$ cat src/rtl/sps_pkg.sv
// Shared types and constants of the stratified Poisson sampler.
`timescale 1ns / 1ps
package sps_pkg;

   localparam int PROB_W = 33;   // Q1.32 probability width
   localparam int MEAN_W = 32;   // Q8.24 mean width
   localparam int UNIF_W = 32;   // Q0.32 uniform width
   localparam int LCNT_W = 8;    // lower count / event count width
   localparam int THR_W  = 32;   // Q0.32 threshold width
   localparam int DIV_STEPS = PROB_W;
   localparam int STEP_W = $clog2(DIV_STEPS + 1);
   localparam int PP_W = 17 + MEAN_W;
   localparam logic [THR_W-1:0] THR_RESET = 32'd4295;
   localparam logic [PROB_W-1:0] PROB_MAX = {PROB_W{1'b1}};

   // Commands from the controller to the datapath.
   typedef struct packed {
      logic load;
      logic term_max;
      logic sdiv_init;
      logic div_step;
      logic start_take;
      logic mul_hi;
      logic mul_lo;
      logic ldiv_init;
      logic loop_take;
      logic count_inc;
      logic set_cap;
      logic emit;
   } ctrl_type;

   // Status from the datapath to the controller.
   typedef struct packed {
      logic small_mean;
      logic start_ovf;
      logic div_done;
      logic cont;
      logic at_cap;
      logic out_free;
   } status_type;

endpackage

$ cat src/rtl/sps_ctrl.sv
// Sequencer of the sampler: unless the mean is small, start division (or saturation), then multiply/divide iterations.
`timescale 1ns / 1ps
module sps_ctrl (
   input  logic               clock,
   input  logic               reset,
   input  logic               req_tvalid,
   output logic               req_tready,
   input  sps_pkg::status_type stat,
   output sps_pkg::ctrl_type  cmd
);
   import sps_pkg::*;

   typedef enum logic [3:0] {
      IDLE, PRE, SDIV, CHECK, MUL_A, MUL_B, MSUM, LDIV, UPDATE, EMIT
   } state_type;

   state_type state_ff, state_in;
   logic      rdy_ff, rdy_in;

   assign req_tready = rdy_ff;

   always_comb begin
      cmd      = '0;
      state_in = state_ff;
      unique case (state_ff)
         IDLE: begin
            if (req_tvalid && rdy_ff) begin
               cmd.load = 1'b1;
               state_in = PRE;
            end
         end
         PRE: begin
            if (stat.small_mean) begin
               state_in = EMIT;
            end else if (stat.start_ovf) begin
               cmd.term_max = 1'b1;
               state_in     = CHECK;
            end else begin
               cmd.sdiv_init = 1'b1;
               state_in      = SDIV;
            end
         end
         SDIV: begin
            if (stat.div_done) begin
               cmd.start_take = 1'b1;
               state_in       = CHECK;
            end else begin
               cmd.div_step = 1'b1;
            end
         end
         CHECK: begin
            if (!stat.cont) begin
               state_in = EMIT;
            end else if (stat.at_cap) begin
               cmd.set_cap = 1'b1;
               state_in    = EMIT;
            end else begin
               cmd.count_inc = 1'b1;
               state_in      = MUL_A;
            end
         end
         MUL_A: begin
            cmd.mul_hi = 1'b1;
            state_in   = MUL_B;
         end
         MUL_B: begin
            cmd.mul_lo = 1'b1;
            state_in   = MSUM;
         end
         MSUM: begin
            cmd.ldiv_init = 1'b1;
            state_in      = LDIV;
         end
         LDIV: begin
            if (stat.div_done) begin
               state_in = UPDATE;
            end else begin
               cmd.div_step = 1'b1;
            end
         end
         UPDATE: begin
            cmd.loop_take = 1'b1;
            state_in      = CHECK;
         end
         EMIT: begin
            if (stat.out_free) begin
               cmd.emit = 1'b1;
               state_in = IDLE;
            end
         end
         default: state_in = IDLE;
      endcase
      rdy_in = (state_in == IDLE);
   end

   always_ff @(posedge clock) begin
      if (reset) begin
         state_ff <= IDLE;
         rdy_ff   <= 1'b1;
      end else begin
         state_ff <= state_in;
         rdy_ff   <= rdy_in;
      end
   end

endmodule

$ cat src/rtl/sps_dpath.sv
// Datapath of the sampler: operands, shared multiplier and divider, output word.
`timescale 1ns / 1ps
module sps_dpath #(
   parameter int MAX_COUNT = 255
) (
   input  logic                         clock,
   input  logic                         reset,
   input  logic [sps_pkg::MEAN_W-1:0]   mean_rate,
   input  logic [sps_pkg::UNIF_W-1:0]   uniform_draw,
   input  logic [sps_pkg::LCNT_W-1:0]   lower_count,
   input  logic [sps_pkg::PROB_W-1:0]   proba_at_lower,
   input  logic [sps_pkg::PROB_W-1:0]   proba_in_stratum,
   input  logic                         csr_we,
   input  logic [sps_pkg::THR_W-1:0]    csr_wdata,
   input  sps_pkg::ctrl_type            cmd,
   output sps_pkg::status_type          stat,
   input  logic                         rsp_tready,
   output logic                         rsp_tvalid,
   output logic [sps_pkg::LCNT_W-1:0]   event_count,
   output logic                         capped
);
   import sps_pkg::*;

   localparam int CW_RAW = $clog2(MAX_COUNT + 1);
   localparam int CNT_W = (CW_RAW > LCNT_W) ? CW_RAW : LCNT_W;

   logic [THR_W-1:0]  thr_ff;
   logic [MEAN_W-1:0] mean_ff;
   logic [UNIF_W-1:0] unif_ff;
   logic [PROB_W-1:0] plow_ff, pstr_ff;
   logic [CNT_W-1:0]  cnt_ff;
   logic              cap_ff;
   logic [PROB_W-1:0] term_ff, sum_ff;
   logic [PP_W-1:0]   pphi_ff, pplo_ff;
   logic [PROB_W-1:0] rem_ff, dvd_ff, dsr_ff;
   logic [STEP_W-1:0] step_ff;
   logic              ovalid_ff;
   logic [LCNT_W-1:0] oevt_ff;
   logic              ocap_ff;

   logic [PROB_W:0]   trial, limit, ssum;
   logic              ge;
   logic [16:0]       mul_a;
   logic [PP_W-1:0]   mul_p;
   logic [64:0]       full;
   logic [40:0]       shifted;
   logic [PROB_W-1:0] mprod, new_sum;

   // Restoring division step: the quotient shifts into the dividend register.
   assign trial = {rem_ff, dvd_ff[PROB_W-1]};
   assign ge    = trial >= {1'b0, dsr_ff};

   assign mul_a = cmd.mul_hi ? term_ff[PROB_W-1:16] : {1'b0, term_ff[15:0]};
   assign mul_p = mul_a * mean_ff;

   assign full    = {pphi_ff, 16'd0} + {16'd0, pplo_ff};
   assign shifted = full[64:24];
   assign mprod   = (shifted[40:PROB_W] != '0) ? PROB_MAX : shifted[PROB_W-1:0];

   assign ssum    = {1'b0, sum_ff} + {1'b0, dvd_ff};
   assign new_sum = ssum[PROB_W] ? PROB_MAX : ssum[PROB_W-1:0];

   assign limit = {1'b0, 33'h1_0000_0000} - {2'b0, thr_ff};

   always_comb begin
      stat.small_mean = {mean_ff, 8'd0} < {8'd0, thr_ff};
      stat.start_ovf  = (pstr_ff == '0) || ({1'b0, plow_ff} >= {pstr_ff, 1'b0});
      stat.div_done   = (step_ff == '0);
      stat.cont       = ({1'b0, unif_ff} > sum_ff) && ({1'b0, sum_ff} < limit);
      stat.at_cap     = cnt_ff >= CNT_W'(MAX_COUNT);
      stat.out_free   = !ovalid_ff || rsp_tready;
   end

   always_ff @(posedge clock) begin
      if (reset) begin
         thr_ff    <= THR_RESET;
         ovalid_ff <= 1'b0;
      end else begin
         if (csr_we) begin
            thr_ff <= csr_wdata;
         end
         if (cmd.emit) begin
            ovalid_ff <= 1'b1;
         end else if (rsp_tready) begin
            ovalid_ff <= 1'b0;
         end
      end
   end

   always_ff @(posedge clock) begin
      if (cmd.load) begin
         mean_ff <= mean_rate;
         unif_ff <= uniform_draw;
         plow_ff <= proba_at_lower;
         pstr_ff <= proba_in_stratum;
         cnt_ff  <= CNT_W'(lower_count);
         cap_ff  <= 1'b0;
      end
      if (cmd.count_inc) begin
         cnt_ff <= cnt_ff + 1'b1;
      end
      if (cmd.set_cap) begin
         cap_ff <= 1'b1;
      end
      if (cmd.term_max) begin
         term_ff <= PROB_MAX;
         sum_ff  <= PROB_MAX;
      end
      if (cmd.start_take) begin
         term_ff <= dvd_ff;
         sum_ff  <= dvd_ff;
      end
      if (cmd.loop_take) begin
         term_ff <= dvd_ff;
         sum_ff  <= new_sum;
      end
      if (cmd.mul_hi) begin
         pphi_ff <= mul_p;
      end
      if (cmd.mul_lo) begin
         pplo_ff <= mul_p;
      end
      // The start term divides plow * 2^32; plow < 2 * pstr keeps it in 33 bits.
      if (cmd.sdiv_init) begin
         rem_ff  <= {1'b0, plow_ff[PROB_W-1:1]};
         dvd_ff  <= {plow_ff[0], 32'd0};
         dsr_ff  <= pstr_ff;
         step_ff <= STEP_W'(DIV_STEPS);
      end
      if (cmd.ldiv_init) begin
         rem_ff  <= '0;
         dvd_ff  <= mprod;
         dsr_ff  <= PROB_W'(cnt_ff);
         step_ff <= STEP_W'(DIV_STEPS);
      end
      if (cmd.div_step) begin
         rem_ff  <= ge ? PROB_W'(trial - {1'b0, dsr_ff}) : trial[PROB_W-1:0];
         dvd_ff  <= {dvd_ff[PROB_W-2:0], ge};
         step_ff <= step_ff - 1'b1;
      end
      if (cmd.emit) begin
         oevt_ff <= cnt_ff[LCNT_W-1:0];
         ocap_ff <= cap_ff;
      end
   end

   assign rsp_tvalid  = ovalid_ff;
   assign event_count = oevt_ff;
   assign capped      = ocap_ff;

endmodule

$ cat src/rtl/stratified_poisson_sampler_unit.sv
// Top level of the stratified Poisson sampler.
//
// One word on req_ (stream slave) carries mean, uniform draw, lower count and
// the two stratum probabilities; one word on rsp_ (stream master) returns the
// sampled count in tdata and the cap flag in tuser. The threshold register is
// written through csr_valid/csr_wdata, which is always ready.
// The block works on one word at a time. A small mean goes straight to the
// output. Otherwise the start term takes a 33-step restoring division, or is
// saturated when it would not fit in 33 bits, and each further count costs a
// high and a low pass on a 17x32 multiplier, a sum step, 33 steps of the same
// shared divider and one update, bounded by the MAX_COUNT iteration cap.
// A finished word sits in an output register; req_tready returns as soon as
// it is loaded there, so the next word can be taken while it waits. If the
// receiver stalls with a word still pending, the next result waits in its
// final state until the register frees.
// Synchronous reset empties the output, returns to idle and sets the
// threshold to its reset value.
`timescale 1ns / 1ps
module stratified_poisson_sampler_unit #(
   parameter int MAX_COUNT = 255
) (
   input  logic         clock,
   input  logic         reset,
   input  logic         req_tvalid,
   output logic         req_tready,
   // mean_rate[31:0], uniform_draw[63:32], lower_count[71:64],
   // proba_at_lower[104:72], proba_in_stratum[137:105], zeros above
   input  logic [143:0] req_tdata,
   output logic         rsp_tvalid,
   input  logic         rsp_tready,
   // event_count[7:0]
   output logic [7:0]   rsp_tdata,
   // capped[0]
   output logic         rsp_tuser,
   input  logic         csr_valid,
   output logic         csr_ready,
   input  logic [31:0]  csr_wdata
);
   import sps_pkg::*;

   ctrl_type   cmd;
   status_type stat;

   assign csr_ready = 1'b1;

   sps_ctrl u_ctrl (
      .clock      (clock),
      .reset      (reset),
      .req_tvalid (req_tvalid),
      .req_tready (req_tready),
      .stat       (stat),
      .cmd        (cmd)
   );

   sps_dpath #(
      .MAX_COUNT (MAX_COUNT)
   ) u_dpath (
      .clock            (clock),
      .reset            (reset),
      .mean_rate        (req_tdata[31:0]),
      .uniform_draw     (req_tdata[63:32]),
      .lower_count      (req_tdata[71:64]),
      .proba_at_lower   (req_tdata[104:72]),
      .proba_in_stratum (req_tdata[137:105]),
      .csr_we           (csr_valid),
      .csr_wdata        (csr_wdata),
      .cmd              (cmd),
      .stat             (stat),
      .rsp_tready       (rsp_tready),
      .rsp_tvalid       (rsp_tvalid),
      .event_count      (rsp_tdata),
      .capped           (rsp_tuser)
   );

endmodule
$ cat config.mk
export PLATFORM = sky130hd
export DESIGN_NAME = stratified_poisson_sampler_unit
export DESIGN_NICKNAME = d
export VERILOG_FILES = /design/src/rtl/sps_pkg.sv /design/src/rtl/sps_ctrl.sv /design/src/rtl/sps_dpath.sv /design/src/rtl/stratified_poisson_sampler_unit.sv
export SDC_FILE = /design/constraint.sdc
export NUM_CORES = 2
export LEC_CHECK = 0
export BUFFER_PORTS_ARGS = -buffer_cell sky130_fd_sc_hd__buf_4
export CAP_MARGIN = 15
export CORE_MARGIN = 4
export CORE_UTILIZATION = 40
export CTS_BUF_LIST = sky130_fd_sc_hd__clkbuf_4
export DETAILED_ROUTE_END_ITERATION = 12
export RECOVER_POWER = 50
export SETUP_SLACK_MARGIN = 0.4
export SYNTH_ARGS = -nofsm -noshare
export SYNTH_HDL_FRONTEND = slang
export SYNTH_SLANG_ARGS = --single-unit
$ cat constraint.sdc
create_clock -name clock -period 16.7 [get_ports clock]
set_clock_uncertainty 0.1 [all_clocks]
set_input_delay 0.835 -clock clock [delete_from_list [all_inputs] [get_ports clock]]
set_output_delay 0.835 -clock clock [all_outputs]
set_load 0.05 [all_outputs]
# [Word-level counts from Yosys, hierarchy flattened]
# Index checks and enable logic that the tools add are counted.
[word_totals] regBits=455 latch_bits=0 ramBits=0 rom_bits=0 out_inout_bits=12 wordCells=111 n_memories=0
[classes] addsub=6 n_mul=1 div=0 n_lt_le_gt_ge=6 eq_ne=9 shifts=0 n_mux=52 bitwise_logic=0 reduce_logical=16
[op_table] operator="2-to-1 mux 33 bit" n=13
[op_table] operator="adder 65 x 49 -> 65 bit" n=1
[op_table] operator="multiplier 17 x 32 -> 49 bit" n=1
[op_table] operator="< comparator 40 x 32 -> 1 bit" n=1
[op_table] operator="one-hot mux 4 bit (10 select lines)" n=1
[op_table] operator="adder 33 x 33 -> 34 bit" n=1
[op_table] operator=">= comparator 33 x 34 -> 1 bit" n=1
[op_table] operator=">= comparator 34 x 33 -> 1 bit" n=1
[op_table] operator="< comparator 33 x 34 -> 1 bit" n=1
[op_table] operator="subtractor 33 x 32 -> 34 bit (first input constant)" n=1
[op_table] operator="greater-than comparator 32 x 33 -> 1 bit" n=1
[op_table] operator="logical NOT 33 bit" n=1
[op_table] operator="subtractor 33 bit" n=1
[op_table] operator="2-to-1 mux 8 bit" n=4
[op_table] operator="2-to-1 mux 4 bit" n=7
[op_table] operator="2-to-1 mux 1 bit" n=19
[op_table] operator="2-to-1 mux 6 bit" n=3
[op_table] operator="2-to-1 mux 17 bit" n=1
[op_table] operator="equality test 4 x 3 -> 1 bit (second input constant)" n=4
[op_table] operator="adder 8 x 1 -> 8 bit (second input constant)" n=1
[op_table] operator="equality test 4 x 2 -> 1 bit (second input constant)" n=2
[op_table] operator="equality test 4 bit (second input constant)" n=2
[op_table] operator=">= comparator 8 bit (second input constant)" n=1
[op_table] operator="logical NOT 4 bit" n=2
[op_table] operator="other kinds (11)" n=19

# [Longest topological paths before layout]
[depth] word_depth=8 ltp_mapped=29 mapped_depth_nobuf=27

# [Modules after synthesis]
# Synthesis repeated with hierarchy kept, for this count alone.
[hier_totals] cells_unflattened=4346 hier_area_um2=42363.1
[modules_own_cells] module="sps_dpath" instances=1 cells_each=4277 area_per_inst_um2=41876.4 seq_area_each_um2=12441.9
[modules_own_cells] module="sps_ctrl" instances=1 cells_each=67 area_per_inst_um2=475.5 seq_area_each_um2=100.1
[modules_own_cells] module="stratified_poisson_sampler_unit" instances=1 cells_each=2 area_per_inst_um2=11.3 seq_area_each_um2=0.0

# [Worst setup path after synthesis]
# Ideal clock, no wire load.
[synth_path] kind="register to register" from="reg u_ctrl.state_ff[1]" to="reg u_dpath.pphi_ff[47], data pin" t_arrival_ns=8.570 setup_slack_ns=7.760 path_stages_with_launch=26 n_path_buf=3 cell_sequence="dfxtp_1 nand2b_1 nor3_1 clkbuf_1 clkbuf_1 and3_1 fa_1 fa_1 fa_1 fa_1 fa_1 inv_1 fa_1 inv_1 ha_1 clkbuf_1 a21oi_1 o21ai_0 a221oi_1 o21ai_0 nor2_1 o21ai_0 a311o_1 a211oi_1 o21ai_0 xor2_1"
[synth_via] elab_chain_cells=4
[synth_rtl] item="start, declared" line_no="sps_ctrl.sv:17" rtl="state_type state_ff, state_in;"
[synth_rtl] item="start signal, assigned" line_no="sps_ctrl.sv:101" rtl="state_ff <= state_in;"
[synth_rtl] item="equality test 4 x 3 -> 1 bit" line_no="sps_ctrl.sv:25" rtl="unique case (state_ff)"
[synth_rtl] item="2-to-1 mux 1 bit" line_no="sps_ctrl.sv:25"
[synth_rtl] item="2-to-1 mux 17 bit" line_no="sps_dpath.sv:53" rtl="assign mul_a = cmd.mul_hi ? term_ff[PROB_W-1:16] : {1'b0, term_ff[15:0]};"
[synth_rtl] item="multiplier 17 x 32 -> 49 bit" line_no="sps_dpath.sv:54" rtl="assign mul_p = mul_a * mean_ff;"
[synth_rtl] item="named net u_dpath.mul_p[47]" line_no="sps_dpath.sv:44" rtl="logic [PP_W-1:0] mul_p;"
[synth_rtl] item="end signal, assigned" line_no="sps_dpath.sv:118" rtl="pphi_ff <= mul_p;"
[synth_rtl] item="end, declared" line_no="sps_dpath.sv:34" rtl="logic [PP_W-1:0] pphi_ff, pplo_ff;"
# The timed path passes the listed nets, and every way through them passes these cells.
# A chain may end at the register's enable or synchronous reset.

# [Worst setup path after layout]
[layout_path] from="reg u_ctrl.state_ff[2]" to="reg u_dpath.pplo_ff[47], data pin"
[layout_via] elab_chain_cells=4
[layout_rtl] item="equality test 4 x 3 -> 1 bit" line_no="sps_ctrl.sv:25"
[layout_rtl] item="2-to-1 mux 1 bit" line_no="sps_ctrl.sv:25"
[layout_rtl] item="2-to-1 mux 17 bit" line_no="sps_dpath.sv:53"
[layout_rtl] item="multiplier 17 x 32 -> 49 bit" line_no="sps_dpath.sv:54"
[layout_rtl] item="named net u_dpath.mul_p[47]" line_no="sps_dpath.sv:44"
[layout_rtl] item="end signal, assigned" line_no="sps_dpath.sv:121" rtl="pplo_ff <= mul_p;"
[layout_rtl] item="end, declared" line_no="sps_dpath.sv:34"
# The timed path passes the listed nets, and every way through them passes these cells.

==> results.cfg <==
[status]
outcome = complete, but fails checks
failed_checks = max-capacitance violations, max-slew violations

[synthesis]
synthTopCellsByCount = inv_1 (714), nand2_1 (495), fa_1 (451)
post-synth-top-count-cell = inv_1
synthesis.yosys.warnings = 0
synth_ff_type = edfxtp_1
seq_area_frac_synth = 0.2973
synth_top_cell_by_area = edfxtp_1
synth_top_area_frac = 0.2670
synth.area.top_cells = edfxtp_1 (27%), fa_1 (21%), ha_1 (10%), inv_1 (6.4%), nand2_1 (4.4%)
syn-num-nets = 5308
synth_edf_count = 375
synth_seq_cells = 439
syn-instance-count = 4331
postSynth.asyncResetShare = 0
postSynthAreaPerCell_sq_um = 9.740
post_synth_cell_types = 78
syn_area_sq_mm = 0.04218

[global_routing]
grt.overflow.total = 0
antenna_found_initial = 3
global_route.usage.total = 0.2047
grt_pass1_wl_um = 181200
grt_start_max_net_pins = 74
first_global_vias = 32860

[worst_setup_path]
timing.setup.critical_path_class = reg2reg
required_ns = 17.24
end_kind = flip-flop
critPathBufInv = 4
critical-path-max-stage-delay_ns = 2.13
r2r.worst_path.cells = 25
logic_depth_of_the_worst_setup_path_including_buffers = 25
worstPathMaxFanout = 54
critical_path_arrival_ns = 11.85
timing.critical_path.from_type = flip-flop
timing.critical_path.mode_cell = fa_1
critPathSlowestCell = clkbuf_1
worst_path_dominant_cell_family = adder cells

[clock_tree]
postCtsResizedCells = 0
clock_insertion_delay_at_the_later_pin_of_the_skew_report_ns = 0.95
cts.sink_count = 439
cts.root.buffer_cell = clkbuf_4
cts.clk_slew.worst_paths_ns = 0.08
cts_htree_levels = 3
post-cts-setup-buffers = 0
cts.path.max_buffers = 3
tritoncts = yes
cts-buffers-inserted = 117
cts.hold.buffers_added = 161

[die]
initial_core_util = 0.4053
placeableCoreArea_sq_mm = 0.1041
core.rowCount = 118
die_w_um = 332.7
floorplan.die_area_sq_mm = 0.1107
die_height_um = 332.7
design.portCount = 193

[cells_and_area]
layout-area-overhead-vs-synth_pct = 13.73
finalNetCount = 5638
layout-drive-gt1-share = 0.09731
finish.cell_count_without_fillers = 6139

[flow_run]
max_cap_viol_count = 12

[place]
pre_cts_slack_ns = 7.220
globalplace.congestion = 0.9093
numPortBuffers = 185
place_inst = 5759
dp_hpwl_um = 85460

[drt]
drt-vias-per-instance = 5.242
wl_per_cell_um = 18.55
detailroute.via_count = 32180
drtIter0Drc = 2143
number_of_antenna_violating_nets_in_the_routed_design = 0
drt-total-wl_um = 113900
drc_errors = 0
first_pass_iters = 9

[sta]
setup-tns-final_ns = 0
hold_slack_ns = 0.09161
timing.final.crit_share = 0.6772
timing_hold_violations_final = 0
setup-violations-final = 0
layout_setup_ws_ns = 5.391
max_freq_mhz = 88.43
post-route-min-period_ns = 11.31
worst_rel_slew_slack = -1.660
final_max_slew_viol_count = 516
worst_slew_pin_slew_ns = 3.990
grt_setup_unrepaired = no

[min_path]
whs_path_depth = 3
class_of_the_tightest_hold_or_removal_check = in2reg
[kinds of logic after synthesis]
kind of cell | share of synthesized area
AO/OA/AOI/OAI | 0.1049
other | 0.00008890
flip-flops | 0.2973
XOR/XNOR | 0.03218
AND/OR/NAND/NOR | 0.1471
adder cells (fa/ha/maj) | 0.3164
multiplexers | 0.02222
buffers and inverters | 0.07976
[sequential cells by signal (all words and copies together) (netlist names)]
name	flops
u_dpath.pphi_ff	49
u_dpath.dsr_ff	33
u_dpath.dvd_ff	33
u_dpath.plow_ff	33
u_dpath.pplo_ff	33
u_dpath.pstr_ff	33
u_dpath.rem_ff	33
u_dpath.sum_ff	33
u_dpath.term_ff	33
u_dpath.mean_ff	32
u_dpath.thr_ff	32
u_dpath.unif_ff	32
u_dpath.cnt_ff	8
u_dpath.event_count	8
u_dpath.step_ff	6
u_ctrl.state_ff	4
u_ctrl.req_tready	1
u_dpath.cap_ff	1
u_dpath.capped	1
u_dpath.rsp_tvalid	1
[tightest hold or removal path: stages]
cell and delay [ns]:
buf_4 0.09, mux2i_1 0.06, nor2_1 0.07
[cell usage in the layout, fill, tap and decap left out, types with 53 or more instances in the layout]
cell type,n
clkbuf_4,309
dlygate4sd3_1,161
edfxtp_1,375
ha_1,345
o21ai_0,144
a21o_1,61
fa_1,451
and2_1,198
buf_4,69
xnor2_1,105
nand3_1,82
mux2i_1,70
a21oi_1,205
and3_1,53
dfxtp_1,64
nor2_1,199
inv_1,713
nand2_1,495
[metrics by stage]
| stage | utilization | cell area [sq um] |
|---|---|---|
| finish | 0.4609 | 47980 |
| detailed placement | 0.4317 | 44940 |
| global route | 0.4609 | 47980 |
| global placement | 0.4317 | 44940 |
| floorplan | - | 42180 |
| CTS | 0.4619 | 48070 |
[worst paths after layout]
| path | from | endpoint | slack [ns] |
|---|---|---|---|
| max | u_ctrl.state_ff[2] | u_dpath.pplo_ff[47] | 5.39 |
| min | csr_wdata[30] | u_dpath.thr_ff[30] | 0.09 |
| max reg2reg | u_ctrl.state_ff[2] | u_dpath.pplo_ff[47] | 5.39 |
| min reg2reg | u_dpath.cap_ff | u_dpath.capped | 0.36 |
[per-layer routing]
layer  up-vias  wire length, um  track usage
met3       155             5765      0.02283
met2       862            54530       0.3461
met1     15980            51150       0.2806
li1      15180                -            -
met5         -                0            0
met4         0             2447      0.05573
[layout make-up]
| cell class | instances | area, sq um |
|---|---|---|
| Antenna cell | 1 | 2.502 |
| Clock buffer | 182 | 1366 |
| Clock inverter | 34 | 158.9 |
| Fill cell | 9884 | 56110 |
| Inverter | 714 | 2681 |
| Multi-Input combinational cell | 3008 | 26330 |
| Sequential cell | 439 | 12540 |
| Tap cell | 1380 | 1727 |
| Timing Repair Buffer | 381 | 3173 |
Power is not shown: default switching activity piles up to over one toggle a cycle in this logic, so the estimate is an artifact.
